### src/rtl/tcdb_pkg.sv
// Package for the text console display buffer.
// Holds geometry defaults, control byte codes and status codes; no dependencies.
package tcdb_pkg;
    localparam int MAX_COLUMNS_DEF = 64;
    localparam int MAX_ROWS_DEF    = 32;
    localparam int TAB_STOP_DEF    = 8;

    localparam logic [7:0] CH_TAB   = 8'h09;
    localparam logic [7:0] CH_LF    = 8'h0A;
    localparam logic [7:0] CH_FF    = 8'h0C;
    localparam logic [7:0] CH_CR    = 8'h0D;
    localparam logic [7:0] CH_BS    = 8'h08;
    localparam logic [6:0] CH_SPACE = 7'h20;

    localparam logic [6:0] WIDTH_RESET  = 7'd40;
    localparam logic [5:0] HEIGHT_RESET = 6'd16;

    localparam logic [1:0] ST_OK       = 2'd0;
    localparam logic [1:0] ST_BAD_READ = 2'd1;
    localparam logic [1:0] ST_BAD_WRITE = 2'd2;

    localparam logic CFG_WIDTH  = 1'b0;
    localparam logic CFG_HEIGHT = 1'b1;
endpackage

### src/rtl/text_console_display_buffer_unit.sv
// Top level of the text console display buffer.
// Depends on tcdb_pkg; holds the cell memory and its byte sequencer.
//
// Usage: requests (op, address, data_byte) enter on in_valid/in_ready; one
// result per request leaves on out_valid/out_ready. A read or a bad address
// goes straight to the result; a direct cell write passes S_PUT. A printable
// byte is written in S_PUT, a tab writes spaces up to the next tab stop and
// LF clears the rest of the line; these, CR, BS and ignored bytes then run the
// wrap check. A form feed clears the whole screen. The sequencer touches one
// cell per cycle through a write port and a registered read port. A wrap to a
// fresh line clears that line; a scroll reads each cell and writes it one row
// up, then clears the last row. in_ready is low while a request is in work
// and while the result waits; the next request can be taken in the cycle
// after the result transfer. Reset: a clearing pass writes spaces to all
// MAX_COLUMNS*MAX_ROWS cells, one a cycle, before the first transfer is taken;
// configuration writes are taken at any time. A register write homes the
// cursor unless the sequencer moves it in that cycle. When the receiver stalls,
// the result holds in the output register and no new request is taken.
module text_console_display_buffer_unit #(
    parameter int MAX_COLUMNS = tcdb_pkg::MAX_COLUMNS_DEF,
    parameter int MAX_ROWS    = tcdb_pkg::MAX_ROWS_DEF,
    parameter int TAB_STOP    = tcdb_pkg::TAB_STOP_DEF
) (
    input  logic        clk,
    input  logic        rst_n,
    input  logic        cfg_we,
    input  logic        cfg_index,
    input  logic [6:0]  cfg_data,
    input  logic        in_valid,
    output logic        in_ready,
    input  logic        op,
    input  logic [11:0] address,
    input  logic [7:0]  data_byte,
    output logic        out_valid,
    input  logic        out_ready,
    output logic [22:0] read_data,
    output logic [1:0]  status,
    output logic        refresh_valid,
    output logic [4:0]  refresh_first,
    output logic [5:0]  refresh_last
);
    import tcdb_pkg::*;

    localparam int CELLS = MAX_COLUMNS * MAX_ROWS;
    localparam int AW    = (CELLS > 1) ? $clog2(CELLS) : 1;
    localparam int CW    = $clog2(MAX_COLUMNS + 1);
    localparam int RW    = $clog2(MAX_ROWS + 1);
    localparam int IW    = AW + 1;

    typedef enum logic [3:0] {
        S_INIT, S_IDLE, S_CLEAR, S_PUT, S_TAB, S_WRAP, S_SCR_RD, S_SCR_WR,
        S_SCR_CLR, S_DONE, S_OUT
    } state_t;

    state_t state_reg;
    logic [6:0]  width_reg;
    logic [5:0]  height_reg;
    logic [CW-1:0] col_reg;
    logic [RW-1:0] row_reg;
    logic [IW-1:0] ptr_reg;
    logic [IW-1:0] end_reg;
    logic [6:0]  byte_reg;
    logic [6:0]  rd_reg;
    logic        upd_reg;
    logic [RW-1:0] lo_reg;
    logic [RW-1:0] hi_reg;
    // after a clear, 1 ends the request and 0 runs the wrap check;
    // in S_PUT, 1 marks a direct cell write
    logic        lf_reg;
    logic [22:0] rdata_reg;
    logic [1:0]  status_reg;
    logic [6:0]  mem [CELLS];

    // effective geometry
    logic [CW-1:0] w;
    logic [RW-1:0] h;
    always_comb
    begin
        if (width_reg == 7'd0)
            w = CW'(1);
        else if (32'(width_reg) > MAX_COLUMNS)
            w = CW'(MAX_COLUMNS);
        else
            w = CW'(width_reg);
        if (height_reg == 6'd0)
            h = RW'(1);
        else if (32'(height_reg) > MAX_ROWS)
            h = RW'(MAX_ROWS);
        else
            h = RW'(height_reg);
    end

    logic [IW-1:0] cells;
    logic [IW-1:0] row_base;
    logic [IW-1:0] ptr_w;
    assign cells    = IW'(w) * IW'(h);
    assign row_base = IW'(row_reg) * IW'(w);
    assign ptr_w    = ptr_reg + IW'(w);

    // memory write and registered read
    logic          mem_we;
    logic [IW-1:0] mem_wa;
    logic [6:0]    mem_wd;
    always_ff @(posedge clk)
    begin
        if (mem_we && mem_wa < IW'(CELLS))
            mem[mem_wa[AW-1:0]] <= mem_wd;
        if (ptr_w < IW'(CELLS))
            rd_reg <= mem[ptr_w[AW-1:0]];
    end

    always_comb
    begin
        mem_we = 1'b0;
        mem_wa = ptr_reg;
        mem_wd = CH_SPACE;
        unique case (state_reg)
            S_INIT, S_CLEAR, S_TAB, S_SCR_CLR: mem_we = 1'b1;
            S_PUT:
            begin
                mem_we = 1'b1;
                mem_wd = byte_reg;
            end
            S_SCR_WR:
            begin
                mem_we = 1'b1;
                mem_wd = rd_reg;
            end
            default: mem_we = 1'b0;
        endcase
    end

    function automatic logic printable(input logic [7:0] b);
        return b >= 8'h20 && b <= 8'h7E;
    endfunction

    // address decode
    logic [IW+11:0] addr_x;
    logic [RW-1:0]  addr_row;
    assign addr_x = (IW+12)'(address);
    always_comb
    begin
        addr_row = '0;
        for (int r = 0; r < MAX_ROWS; r++)
            if (addr_x >= (IW+12)'(r * w))
                addr_row = RW'(r);
    end

    assign in_ready = (state_reg == S_IDLE);
    assign out_valid = (state_reg == S_OUT);
    assign read_data = rdata_reg;
    assign status = status_reg;
    assign refresh_valid = upd_reg;
    assign refresh_first = upd_reg ? 5'(lo_reg) : 5'd0;
    assign refresh_last  = upd_reg ? 6'(hi_reg) : 6'd0;

    // sequencer
    always_ff @(posedge clk or negedge rst_n)
    begin
        if (!rst_n)
        begin
            state_reg  <= S_INIT;
            width_reg  <= WIDTH_RESET;
            height_reg <= HEIGHT_RESET;
            col_reg    <= '0;
            row_reg    <= '0;
            ptr_reg    <= '0;
            end_reg    <= '0;
            upd_reg    <= 1'b0;
            lo_reg     <= '0;
            hi_reg     <= '0;
            lf_reg     <= 1'b0;
            byte_reg   <= '0;
            rdata_reg  <= '0;
            status_reg <= ST_OK;
        end
        else
        begin
            if (cfg_we)
            begin
                if (cfg_index == CFG_WIDTH)
                    width_reg <= cfg_data;
                else
                    height_reg <= cfg_data[5:0];
                col_reg <= '0;
                row_reg <= '0;
            end
            unique case (state_reg)
                S_INIT:
                begin
                    ptr_reg <= ptr_reg + 1'b1;
                    if (ptr_reg == IW'(CELLS - 1))
                        state_reg <= S_IDLE;
                end
                S_IDLE:
                    if (in_valid)
                    begin
                        upd_reg    <= 1'b0;
                        rdata_reg  <= '0;
                        status_reg <= ST_OK;
                        lf_reg     <= 1'b0;
                        byte_reg   <= data_byte[6:0];
                        state_reg  <= S_OUT;
                        if (!op)
                        begin
                            if (address == 12'd0)
                                rdata_reg <= {7'(w), 10'd0, 6'(h)};
                            else
                                status_reg <= ST_BAD_READ;
                        end
                        else if (addr_x < (IW+12)'(cells))
                        begin
                            ptr_reg  <= IW'(address);
                            byte_reg <= printable(data_byte) ? data_byte[6:0] : CH_SPACE;
                            upd_reg  <= 1'b1;
                            lo_reg   <= addr_row;
                            hi_reg   <= addr_row + 1'b1;
                            state_reg <= S_PUT;
                            lf_reg   <= 1'b1;
                        end
                        else if (addr_x == (IW+12)'(cells))
                        begin
                            state_reg <= S_DONE;
                            ptr_reg <= row_base + IW'(col_reg);
                            if (printable(data_byte))
                            begin
                                state_reg <= S_PUT;
                                upd_reg <= 1'b1;
                                lo_reg  <= row_reg;
                                hi_reg  <= row_reg + 1'b1;
                            end
                            else if (data_byte == CH_TAB)
                            begin
                                state_reg <= S_TAB;
                                upd_reg <= 1'b1;
                                lo_reg  <= row_reg;
                                hi_reg  <= row_reg + 1'b1;
                            end
                            else if (data_byte == CH_CR)
                                col_reg <= '0;
                            else if (data_byte == CH_BS)
                            begin
                                if (col_reg != '0)
                                    col_reg <= col_reg - 1'b1;
                            end
                            else if (data_byte == CH_LF)
                            begin
                                // clear rest of line, then the wrap step moves down
                                end_reg <= row_base + IW'(w);
                                col_reg <= w;
                                state_reg <= S_CLEAR;
                                lf_reg <= 1'b0;
                            end
                            else if (data_byte == CH_FF)
                            begin
                                ptr_reg <= '0;
                                end_reg <= cells;
                                col_reg <= '0;
                                row_reg <= '0;
                                upd_reg <= 1'b1;
                                lo_reg  <= '0;
                                hi_reg  <= h;
                                state_reg <= S_CLEAR;
                                lf_reg <= 1'b1;
                            end
                        end
                        else
                            status_reg <= ST_BAD_WRITE;
                    end
                S_PUT:
                begin
                    // lf_reg marks a direct cell write here
                    if (lf_reg)
                        state_reg <= S_OUT;
                    else
                    begin
                        col_reg <= col_reg + 1'b1;
                        state_reg <= S_DONE;
                    end
                end
                S_TAB:
                begin
                    ptr_reg <= ptr_reg + 1'b1;
                    col_reg <= col_reg + 1'b1;
                    if (!((col_reg + 1'b1) < w && ((32'(col_reg) + 1) % TAB_STOP) != 0))
                        state_reg <= S_DONE;
                end
                S_CLEAR:
                begin
                    if (ptr_reg + 1'b1 >= end_reg)
                        state_reg <= lf_reg ? S_OUT : S_DONE;
                    ptr_reg <= ptr_reg + 1'b1;
                end
                S_DONE:
                begin
                    // wrap check after a byte; clears the new line if any, else scrolls
                    if (col_reg >= w)
                    begin
                        col_reg <= '0;
                        row_reg <= row_reg + 1'b1;
                        if (row_reg + 1'b1 < h)
                        begin
                            ptr_reg <= row_base + IW'(w);
                            end_reg <= row_base + IW'(w) + IW'(w);
                            lf_reg  <= 1'b1;
                            state_reg <= S_CLEAR;
                            if (!upd_reg || row_reg < lo_reg)
                                lo_reg <= row_reg;
                            if (!upd_reg || row_reg + 2'd2 > hi_reg)
                                hi_reg <= row_reg + 2'd2;
                            upd_reg <= 1'b1;
                        end
                        else
                            state_reg <= S_WRAP;
                    end
                    else if (row_reg >= h)
                        state_reg <= S_WRAP;
                    else
                        state_reg <= S_OUT;
                end
                S_WRAP:
                begin
                    // scroll up one row
                    row_reg <= h - 1'b1;
                    upd_reg <= 1'b1;
                    lo_reg  <= '0;
                    hi_reg  <= h;
                    ptr_reg <= '0;
                    end_reg <= cells - IW'(w);
                    state_reg <= (h == RW'(1)) ? S_SCR_CLR : S_SCR_RD;
                end
                S_SCR_RD: state_reg <= S_SCR_WR;
                S_SCR_WR:
                begin
                    ptr_reg <= ptr_reg + 1'b1;
                    state_reg <= (ptr_reg + 1'b1 >= end_reg) ? S_SCR_CLR : S_SCR_RD;
                end
                S_SCR_CLR:
                begin
                    ptr_reg <= ptr_reg + 1'b1;
                    if (ptr_reg + 1'b1 >= cells)
                        state_reg <= S_OUT;
                end
                S_OUT:
                    if (out_ready)
                        state_reg <= S_IDLE;
                default: state_reg <= S_IDLE;
            endcase
        end
    end
endmodule

### config.mk
export PLATFORM = sky130hd
export DESIGN_NAME = text_console_display_buffer_unit
export DESIGN_NICKNAME = d
export VERILOG_FILES = /design/src/rtl/tcdb_pkg.sv /design/src/rtl/text_console_display_buffer_unit.sv
export SDC_FILE = /design/constraint.sdc
export NUM_CORES = 1
export LEC_CHECK = 0
export BUFFER_PORTS_ARGS = -buffer_cell sky130_fd_sc_hd__buf_2
export CAP_MARGIN = 0
export CORE_MARGIN = 2
export CORE_UTILIZATION = 31
export CTS_BUF_LIST = sky130_fd_sc_hd__clkbuf_4 sky130_fd_sc_hd__clkbuf_8
export CTS_CLUSTER_SIZE = 24
export DETAILED_ROUTE_END_ITERATION = 8
export GPL_TIMING_DRIVEN = 0
export SYNTH_ARGS = -nofsm -noshare
export SYNTH_HDL_FRONTEND = slang
export SYNTH_SLANG_ARGS = --single-unit
### constraint.sdc
create_clock -name clk -period 10.34 [get_ports clk]
set_input_delay 0.517 -clock clk [delete_from_list [all_inputs] [get_ports clk]]
set_output_delay 0.517 -clock clk [all_outputs]
set_load 0.01 [all_outputs]
After elaboration in Yosys (flattened, before gate mapping)
Index checks and enable logic that the tools add are counted.

Add/subtract/negate cells: 12. Multipliers: 28. Order comparisons: 44. Eq/ne operators: 41. Multiplexer cells: 167. Bitwise gates (word level): 1. Reductions and logical operators: 25.

Operators by type and width (number): 2-to-1 mux 6 bit (71); 2-to-1 mux 12 bit (24); greater-or-equal comparator 12 bit (17); 2-to-1 mux 7 bit (16); greater-or-equal comparator 12 x 11 -> 1 bit (8); multiplier 5 x 7 -> 12 bit, first input constant (8); multiplier 4 x 7 -> 11 bit, first input constant (8); 2-to-1 mux 4 bit (19); multiplier 3 x 7 -> 10 bit, first input constant (6); one-hot mux 6 bit (3 select lines) (3); greater-or-equal comparator 12 x 10 -> 1 bit (4); one-hot mux 12 bit (4 select lines) (1); 2-to-1 mux 23 bit (2); one-hot mux 4 bit (11 select lines) (1); equality test 8 x 4 -> 1 bit, second input constant (5); adder 12 x 7 -> 12 bit (3); multiplier 2 x 7 -> 9 bit, first input constant (4); one-hot mux 12 bit (3 select lines) (1); nonzero test 32 bit (1); inequality test 2 bit, second input constant (14); one-hot mux 7 bit (4 select lines) (1); greater-or-equal comparator 12 x 9 -> 1 bit (2); AND reduction 11 bit (2); 2-to-1 mux 1 bit (20); other kinds (55) (77).

Register bits: 93. Input bits: 34. Output and inout port bits: 39. Word-level logic and storage cells: 331.

Depth between registers and ports, before layout
Gate-level depths: netlist of the first run.

Word-level depth: 40. Depth in mapped cells: 35. Depth with buffers taken out: 33.

Worst setup path after synthesis of the first run
Ideal clock, no wire load.

Path kind: register to register. From: register width_reg[6]. To: register col_reg[6]. Setup time: 0.126 ns. Data arrival time: 7.679 ns. Data required time: 10.214 ns. Path slack: 2.535 ns. Stages on the path, launching flop included: 27. Path buffers: 2. Period minus slack after synthesis: 7.805 ns. Path through: dfrtp_1 clkbuf_1 inv_2 nand2_1 inv_1 clkbuf_1 nand2_1 fa_1 fa_1 fa_1 inv_1 ha_1 a21oi_1 o21bai_1 a21o_1 a21o_1 xor2_1 inv_1 ha_1 nand4_1 nor3_1 inv_1 or4_1 a22o_1 nor3_1 nor2_1 a221o_1.

Longest elaborated chain between the ends: 13. Elaborated cells on any way between the ends: 19. Classes of those cells: 1 x mul; 3 x order compare; 1 x eq/ne; 13 x mux; 1 x reduce/logical.

Ends and longest elaborated chain: start: declaration (RTL line text_console_display_buffer_unit.sv:56) `logic [6:0] width_reg;`; start signal: assignment (RTL line text_console_display_buffer_unit.sv:182) `width_reg <= cfg_data;`; > comparator 7 bit (RTL line text_console_display_buffer_unit.sv:81) `else if (32'(width_reg) > MAX_COLUMNS)`; 2-to-1 mux 7 bit (RTL line text_console_display_buffer_unit.sv:81); 2-to-1 mux 7 bit (*) (RTL line text_console_display_buffer_unit.sv:79) `if (width_reg == 7'd0)`; parallel branches: the longest is 9 deep, another holds multiplier 7 x 6 -> 12 bit; one-hot mux 7 bit (4 select lines) (*) (RTL line text_console_display_buffer_unit.sv:188) `unique case (state_reg)`; end signal: assignment (RTL line text_console_display_buffer_unit.sv:244) `col_reg <= col_reg - 1'b1;`; end signal: assignment (RTL line text_console_display_buffer_unit.sv:250) `col_reg <= w;`; end signal: assignment (RTL line text_console_display_buffer_unit.sv:277) `col_reg <= col_reg + 1'b1;`; end: declaration (RTL line text_console_display_buffer_unit.sv:58) `logic [CW-1:0] col_reg;`.

Mark *: on every way between the ends. A chain may end at the register's enable or synchronous reset.

Worst setup path after layout of the first run
Same ends and word-level chain as after synthesis.

==> flow_summary.ini, run 1 <==
[status]
outcome = completed

[logic_synthesis]
synth_area_leaders = ha_1 (29%), fa_1 (9.5%), dfrtp_1 (9.1%)
synth_fa_ha_area_frac = 0.382
yosysSeqAreaShare = 0.0949
synth_top_family_by_area = adder cells
synth_edf_count = 0
yosys.area.top_type_share = 0.286
netlist_instances = 2699
postSynth.asyncResetShare = 1.00
ys_ff_latch = 83
synth.mux.area_fraction = 0.0134
synth.distinct_cells = 98
syn_avg_cell_area_um2 = 8.13
synth_area_um2 = 21900
yosysWarnings = 0
synthXorXnorAreaFrac = 0.0634
synth_compound_area_frac = 0.215
synthSimpleGateAreaFrac = 0.161
ys.flop_type = dfrtp_1
yosysTopAreaCell = ha_1

[clocking]
h-tree-depth = 3
cts_sinks = 83
holdBufCountCts = 0
clk_pin_slew_worst_paths_ns = 0.10
cts_buffers = 9
clk_path_buf_depth = 2
cts_root_buf = clkbuf_8
clk_latency_ns = 0.40
cts_tree = done
post_cts_buffers = 0

[final_layout]
largest_reg_flops = 13
final_util = 0.340
stdcell_count = 3736
drive_above_1_share = 0.0626
area_growth_pct = 8.65
multi_input_area_um2 = 18400
fin_nets = 3431
ff_latch_area_um2 = 2080
nFillCells = 7443
diodes = 0
stdcell_area_um2 = 23800

[sta]
tightest_slew_ns = 1.39
fin_crit_ns = 10.0
fin_skew_ns = 0.0166
finalHoldViolations = 0
final-setup-viol-count = 0
setup_tns_ns = 0
rsz0062_at_grt = false
clock.fmax_mhz = 100
whs_ns = 0.0160
finalMaxSlewViolations = 0
max_slew_margin = 0.0592
fin_crit_sh = 0.967

[global_routing]
grt_usage = 0.206
antenna_found_initial = 1
grt_pass1_vias = 19600
grt_pass1_wl_mm = 117
grt_remaining_overflow = 0
grt_max_degree = 62

[detailed_routing]
drtIter0Drc = 1765
routed_wl_mm = 76.0
ant_nets = 0
remaining_drc_errors = 0
drt-wirelength-per-cell_um = 20.3
viasPerCell = 5.44
vias = 20300
drtPass1Iterations = 5

[power]
intPower_mw = 2.52
combPwrFrac = 0.856
leakagePower_nw = 11.5
p_sw_mw = 3.08
pwr_density_cell_nw_per_um2 = 235
ir_drop_uv = 120
p_sw_frac = 0.550
clockPowerShare = 0.052
p_seq_frac = 0.091

[critical_path]
reg2regPathDepth = 26
crit_type = reg -> reg
arrival_ns = 10.28
cp-start-kind = flip-flop
crit_path_end_kind = flip-flop
worstPathRequired_ns = 10.62
crit_path_max_fanout = 22

[place]
dpl-instance-area_um2 = 23600
io_buffers = 62
hpwlAfterDp_mm = 58.8
gp_congestion = 0.937
dp_cells = 3720

[run]
cap_violations = 0

[floorplan]
initial_core_util = 0.313
die_h_um = 270
io_pins = 73
die_area_um2 = 72900
rows = 97
fp.coreArea_um2 = 70000
die_w_um = 270

[worst_hold_path]
hold_path.class = in -> async
area by class of cell:
| type | instances | share of cell area |
|---|---|---|
| buffer | 77 | 0.0165 |
| clock buffer | 12 | 0.00640 |
| clock inverter | 4 | 0.00315 |
| inverter | 304 | 0.0479 |
| multi-input combinational | 2250 | 0.772 |
| sequential | 83 | 0.0873 |
| tap | 940 | 0.0493 |
| timing repair buffer | 66 | 0.0171 |
synthesized netlist by cell type, drive strengths merged (32+ instances only):
| library cell | count |
|---|---|
| a21o | 65 |
| nor2b | 48 |
| nand2b | 36 |
| o21ai | 143 |
| and2 | 32 |
| nand3 | 63 |
| clkbuf | 62 |
| xnor2 | 99 |
| xor2 | 59 |
| nand2 | 217 |
| fa | 104 |
| nor2 | 168 |
| dfrtp | 80 |
| inv | 300 |
| a21oi | 194 |
| nor3 | 53 |
| ha | 502 |
repair_timing:
item,in CTS,in global routing
endpoints found under the setup margin,3,22
resized for setup,1,3
cloned,0,0
critical path, stage by stage, from the launching register on:
cell and delay [ns]:
dfrtp_1 0.41, clkbuf_1 0.72, inv_2 0.19, nand2_1 0.91
inv_1 0.21, clkbuf_2 0.59, nand2_1 0.23, fa_1 0.46
fa_1 0.52, fa_1 0.56, inv_1 0.05, ha_1 0.32
a21oi_1 0.18, o21bai_1 0.11, a21o_1 0.19, a21o_1 0.19
xor2_1 0.57, inv_1 0.25, ha_1 0.37, nand4_1 0.22
nor3_2 0.69, inv_1 0.08, or4_1 0.64, a22o_1 0.27
nor3_1 0.38, nor2_1 0.14, a221o_1 0.37
power groups by stage:
stage,Sequential [mW],Combinational (mW),Clock (mW)
final,0.511,4.79,0.292
after global routing,0.523,5.41,0.310
after CTS,0.507,4.74,0.296
after detailed placement,0.514,4.71,0
after global placement,0.513,4.64,0
after floorplan,0.486,3.49,0
layer usage:
metal | track usage | up-vias | routed length [um]
li1 | - | 9802 | -
met5 | 0 | - | 11
met4 | 0.0579 | 2 | 2230
met3 | 0.0243 | 111 | 4930
met1 | 0.287 | 9707 | 35100
met2 | 0.333 | 697 | 33700
path summary, 6_finish.rpt:
path                                      to  slack, ns          from
worst max-delay path              col_reg[6]       0.34  width_reg[6]
min in group clk                width_reg[6]       0.36   cfg_data[6]
worst min register to register  read_data[1]       0.48  read_data[1]
max in group asynchronous       width_reg[3]       9.60         rst_n
worst max register to register    col_reg[6]       0.34  width_reg[6]
worst min-delay path              row_reg[1]       0.02         rst_n
stage by stage:
step                      worst slack (ns)  total power, mW
after floorplan                       2.53             3.98
after global placement              -0.911             5.16
after detailed placement            -0.119             5.22
after CTS                            0.108             5.55
after global routing                 0.167             6.25
final                                0.343             5.59
logic make-up (layout without fill, tap and decap cells):
logic type,after synthesis,in the layout
flip-flops,83,83
AND/OR/NAND/NOR,728,728
other,2,17
AO/OA/AOI/OAI,713,713
XOR/XNOR,158,158
buffers and inverters,381,463
multiplexers,27,27
adder cells (fa/ha/maj),607,607
cells in the final DEF, fill, tap and decap left out, types with 14 or more instances in the layout:
| cell type | n |
|---|---|
| ha_1 | 502 |
| inv_1 | 299 |
| nand2_1 | 212 |
| a21oi_1 | 194 |
| nor2_1 | 167 |
| o21ai_0 | 142 |
| fa_1 | 104 |
| xnor2_1 | 97 |
| dfrtp_1 | 80 |
| a21o_1 | 65 |
| buf_2 | 63 |
| nand3_1 | 62 |
| xor2_1 | 59 |
| clkbuf_1 | 52 |
| nor3_1 | 52 |
| nor2b_1 | 48 |
| nand2b_1 | 36 |
| and2_1 | 31 |
| o21a_1 | 28 |
| o21bai_1 | 27 |
| o211ai_1 | 26 |
| a211oi_1 | 24 |
| o31ai_1 | 19 |
| mux2_2 | 19 |
| a31oi_1 | 17 |
| nand4_1 | 17 |
| conb_1 | 17 |
| or2_2 | 16 |
| a221oi_1 | 15 |
| clkbuf_8 | 15 |
| nor4_1 | 14 |
| a2111oi_0 | 14 |
(Power assumes the default switching activity.)
==> run 2, diff against run 1 <==
--- a/config.mk
+++ b/config.mk
@@ -13,6 +13,7 @@
 export CTS_CLUSTER_SIZE = 24
 export DETAILED_ROUTE_END_ITERATION = 8
 export GPL_TIMING_DRIVEN = 0
+export HOLD_SLACK_MARGIN = 0.02
 export SYNTH_ARGS = -nofsm -noshare
 export SYNTH_HDL_FRONTEND = slang
 export SYNTH_SLANG_ARGS = --single-unit
==> run 2 against run 1 <==
  * The run now ends with max-capacitance violations left
  * Total power hardly changed
  * Sequential share of layout area hardly changed
  * Global-route usage hardly changed
  * Core utilization hardly changed
  * Via count hardly changed
  * Wire length hardly changed
  * Clock power hardly changed
  * Non-clock buffer count is 1 higher
  * Clock-buffer cell count stayed put
  * Highest routed layer unchanged
==> flow_summary.ini, run 2 (synthesis results as in run 1) <==
[status]
outcome = finished, violations left
violations = max-capacitance violations

[floorplan]
fp.coreArea_um2 = 70000
die_h_um = 270
die_w_um = 270
rows = 97
io_pins = 73
die_area_um2 = 72900
initial_core_util = 0.313

[clocking]
cts_root_buf = clkbuf_8
h-tree-depth = 3
cts_sinks = 83
clk_path_buf_depth = 2
clk_pin_slew_worst_paths_ns = 0.09
clk_latency_ns = 0.41
cts_buffers = 9
post_cts_buffers = 0
cts_tree = done

[final_layout]
area_growth_pct = 8.70
drive_above_1_share = 0.0626
final_cell_mix = ha_1 (502), inv_1 (299), nand2_1 (212)
stdcell_count = 3737
fin_nets = 3432
final_common_cell = ha_1
diodes = 0
nFillCells = 7442
largest_reg_flops = 13

[detailed_routing]
ant_nets = 0
routed_wl_mm = 76.0
drtPass1Iterations = 6
remaining_drc_errors = 0
drtIter0Drc = 1695
viasPerCell = 5.44
vias = 20300
drt-wirelength-per-cell_um = 20.3

[sta]
rsz0062_at_grt = false
final-setup-viol-count = 0
finalMaxSlewViolations = 0
fin_ws_ns = 0.385
fin_skew_ns = 0.0165
clock.fmax_mhz = 100
tightest_slew_ns = 1.45
finalHoldViolations = 0
whs_ns = 0.360
fin_crit_sh = 0.963
max_slew_margin = 0.0217
fin_crit_ns = 9.96
setup_tns_ns = 0

[worst_hold_path]
hold-path-cell-count = 3
hold_end = width_reg[6]
hold_path_startpoint = cfg_data[6]
hold_path.class = in -> reg

[critical_path]
cp_slowest_stage_delay_ns = 0.89
worstPathRequired_ns = 10.62
cp-start-kind = flip-flop
crit_type = reg -> reg
arrival_ns = 10.24
crit_path_end_kind = flip-flop
reg2regPathDepth = 26
r2r_end = col_reg[6]
cp_common_cell = inv_1
crit_path_start = width_reg[6]
crit_path_max_fanout = 22
r2r_slack_ns = 0.38
cpMaxStageDelayCell = nand2_1
r2r_start = width_reg[6]

[global_routing]
grt_pass1_vias = 19600
grt_pass1_wl_mm = 117
grt_usage = 0.206
antenna_found_initial = 1
grt_max_degree = 62
grt_remaining_overflow = 0

[place]
dp_cells = 3720
hpwlAfterDp_mm = 58.8
dp_slack_ns = -0.119
io_buffers = 62
gp_congestion = 0.937

[power]
leakagePower_nw = 11.5
p_total_mw = 5.60
pwr_density_cell_nw_per_um2 = 235
ir_drop_uv = 120

[run]
cap_violations = 1
-- run 2: worst max path at each step --
| stage | to | slack, ns | depth (start not counted) |
|---|---|---|---|
| floorplan | col_reg[6] | 2.53 | 26 |
| finish | col_reg[6] | 0.38 | 26 |
| detailed placement | col_reg[6] | -0.12 | 25 |
| CTS | col_reg[6] | 0.11 | 26 |
| global route | col_reg[1] | 0.17 | 27 |
| global placement | col_reg[6] | -0.91 | 26 |
-- run 2: where the power goes --
part	leakage, nW	total [mW]	internal (mW)	switching (mW)
clock network	0.110	0.292	0.148	0.144
registers	1.04	0.511	0.424	0.0872
logic	10.3	4.80	1.95	2.85
total	11.5	5.60	2.52	3.08
-- run 2: layer usage --
| layer | vias up | track usage | routed length, um |
|---|---|---|---|
| li1 | 9801 | - | - |
| met1 | 9702 | 0.287 | 35200 |
| met2 | 711 | 0.333 | 33900 |
| met3 | 111 | 0.0243 | 4690 |
| met4 | 2 | 0.0579 | 2250 |
| met5 | - | 0 | 11 |
-- run 2: timing repair --
action                                  in CTS  in global routing
endpoints found under the hold margin        6                  0
gates resized for setup                      1                  3
endpoints found under the setup margin       3                 22
hold buffers                                 1                  0
-- run 2: area by class of cell --
cell class	count	area, um^2	area share
timing repair buffer	67	418	0.0175
clock buffer	12	153	0.00640
clock inverter	4	75.1	0.00315
multi-input combinational	2250	18400	0.772
buffer	77	393	0.0165
inverter	304	1140	0.0479
tap	940	1180	0.0493
sequential	83	2080	0.0873
-- run 2: stage by stage --
| stage | util | area (um^2) |
|---|---|---|
| 2_1_floorplan | - | 22000 |
| 3_3_place_gp | 0.335 | 23500 |
| 3_5_place_dp | 0.337 | 23600 |
| 4_1_cts | 0.340 | 23800 |
| 5_1_grt | 0.340 | 23800 |
| 6_report | 0.340 | 23800 |
-- run 2: critical path, delay by kind of cell (launching register included) --
kind	cells	cell delay (ns)
compound gates	6	1.33
xor+xnor	1	0.55
fa+ha+maj	5	2.23
buf+inv	7	2.05
flops	1	0.40
simple gates	7	3.23
==> run 3, diff against run 2 <==
--- a/config.mk
+++ b/config.mk
@@ -5,6 +5,7 @@
 export SDC_FILE = /design/constraint.sdc
 export NUM_CORES = 1
 export LEC_CHECK = 0
+export ABC_AREA = 1
 export BUFFER_PORTS_ARGS = -buffer_cell sky130_fd_sc_hd__buf_2
 export CAP_MARGIN = 0
 export CORE_MARGIN = 2
==> run 3 against run 2 <==
  * Largest cell class unchanged
  * Clock power shrank 9.2%
  * Synthesized cell count grew 12%
  * Core utilization shrank 0.064 points
  * Wire length shrank 0.66%
  * Area after synthesis shrank 0.39%
  * Global-route usage is essentially flat
  * Clock skew grew 0.0072 ns
  * Register-to-register slack gained 0.29 ns
  * Hold slack lost 0.35 ns
  * Critical path type unchanged
  * Non-clock buffer count shrank 21
  * Clock-buffer cell count is the same
  * The run now ends clean
  * Sequential power shrank 2%
==> flow_summary.ini, run 3 <==
[sta]
finalHoldViolations = 0
setup_tns_ns = 0
clock.fmax_mhz = 103
fin_crit_ns = 9.66
final-setup-viol-count = 0
finalMaxSlewViolations = 0
rsz0062_at_grt = false
fin_ws_ns = 0.676
fin_crit_sh = 0.935
max_slew_margin = 0.0573
tightest_slew_ns = 1.40
fin_skew_ns = 0.0237
whs_ns = 0.00968

[floorplan]
fp.coreArea_um2 = 69900
rows = 97
die_w_um = 269
die_h_um = 269
io_pins = 73
die_area_um2 = 72600
initial_core_util = 0.313

[logic_synthesis]
postSynth.asyncResetShare = 1.00
synth.most_common_cell = inv_1
ys.flop_type = dfrtp_1
synth.distinct_cells = 70
synth_area_leaders = ha_1 (29%), fa_1 (9.5%), dfrtp_1 (9.2%)
syn_avg_cell_area_um2 = 7.25
netlist_instances = 3015
synth_edf_count = 0
synth_area_um2 = 21800
yosysSeqAreaShare = 0.0952
yosys.area.top_type_share = 0.287
yosysTopAreaCell = ha_1
synth_common_cells = inv_1 (506), ha_1 (502), nand2_1 (479)
yosysWarnings = 0
ys_ff_latch = 83

[final_layout]
stdcell_count = 4056
final_util = 0.340
final_common_cell = inv_1
diodes = 0
fin_nets = 3751
nFillCells = 7625
area_growth_pct = 8.73
final_cell_mix = inv_1 (504), ha_1 (502), nand2_1 (478)
drive_above_1_share = 0.0584
largest_reg_flops = 13
stdcell_area_um2 = 23800

[critical_path]
cp-start-kind = flip-flop
crit_family = simple AND/OR/NAND/NOR gates
crit_type = reg -> reg
r2r_slack_ns = 0.68
worstPathRequired_ns = 10.63
crit_path_max_fanout = 18
critPathBufInv = 8
cpMaxStageDelayCell = xor2_1
r2r_start = width_reg[6]
crit_path_end_kind = flip-flop
crit_path_start = width_reg[6]
arrival_ns = 9.95
reg2regPathDepth = 32
critPathCapture = end_reg[9]
r2r_end = end_reg[9]
path_depth = 32
cp_slowest_stage_delay_ns = 0.74

[place]
gp_congestion = 0.980
io_buffers = 61
hpwlAfterDp_mm = 59.6
dpl-instance-area_um2 = 23500
dp_slack_ns = -0.351
dp_cells = 4035

[detailed_routing]
drt-wirelength-per-cell_um = 18.6
ant_nets = 0
viasPerCell = 5.18
remaining_drc_errors = 0
vias = 21000
drtPass1Iterations = 5
drtIter0Drc = 1659
routed_wl_mm = 75.5

[clocking]
clk_pin_slew_worst_paths_ns = 0.11
cts_buffers = 9
h-tree-depth = 3
cts_root_buf = clkbuf_8
clk_latency_ns = 0.42
cts_sinks = 83
clk_path_buf_depth = 2
cts_tree = done
holdBufCountCts = 0

[global_routing]
grt_usage = 0.206
grt_max_degree = 60
grt_pass1_wl_mm = 117
grt_pass1_vias = 20300
antenna_found_initial = 0
grt_remaining_overflow = 0

[status]
outcome = completed

[worst_hold_path]
hold_path.class = in -> async

[run]
cap_violations = 0

[power]
leakagePower_nw = 12.3
p_total_mw = 3.82
pwr_density_cell_nw_per_um2 = 161
ir_drop_uv = 69.4
[run 3: cell types whose count changed in the layout (fill, tap and decap cells not counted), moves of 36 or more]
cell      delta
nand3_1     +44
nand2b_1    -36
xor2_1      +40
inv_1      +205
a21oi_1     +62
nor2b_1     -48
nand2_1    +266
o21ai_0     +41
a21o_1      -44
nor2_1      +58
xnor2_1     -57
[run 3: worst min path at each step]
stage	slack (ns)	start	endpoint	depth (start not counted)
after floorplan	0.22	rst_n	col_reg[0]	0
after global placement	0.46	read_data[2]	read_data[2]	2
after detailed placement	0.46	rst_n	read_data[1]	1
after CTS	0.02	rst_n	hi_reg[0]	1
after global routing	0.03	rst_n	hi_reg[0]	1
final	0.01	rst_n	hi_reg[0]	1
[run 3: routing by layer]
layer  track usage  vias up  part of all wire
met5             0        -                 0
met4        0.0633        0             0.031
met3        0.0294      108             0.066
met2         0.341      720              0.45
met1         0.276     9842              0.45
li1              -    10300                 -
[run 3: report_power, final]
| group | internal (mW) | leakage, nW | switching, mW |
|---|---|---|---|
| Clock | 0.123 | 0.0994 | 0.142 |
| Sequential | 0.419 | 1.06 | 0.0824 |
| Combinational | 1.08 | 11.1 | 1.98 |
| Total | 1.62 | 12.3 | 2.20 |
[run 3: cells by family after synthesis]
kind of cell    count (synthesis)  share of synthesized area
simple gates                  935                      0.181
compound gates                670                      0.181
buf+inv                       578                      0.102
fa+ha+maj                     606                      0.383
other cells                     2                   0.000344
xor+xnor                      141                     0.0569
flops                          83                     0.0952
[run 3: final cells by class]
type                    instances  area (um^2)  share of cell area
inverters                     525         1980              0.0834
plain buffers                  53          272              0.0114
repair buffers                 70          440              0.0185
flip-flops and latches         83         2080              0.0876
well taps                     940         1180              0.0495
clock buffers                  12          153             0.00643
clock inverters                 4         50.0             0.00211
multi-input cells            2369        17600               0.741
[run 3: what timing repair did]
action                     CTS  global route
setup endpoints to repair   11            13
gates cloned                 0             0
resized for setup            1             9
buffers inserted             0             5
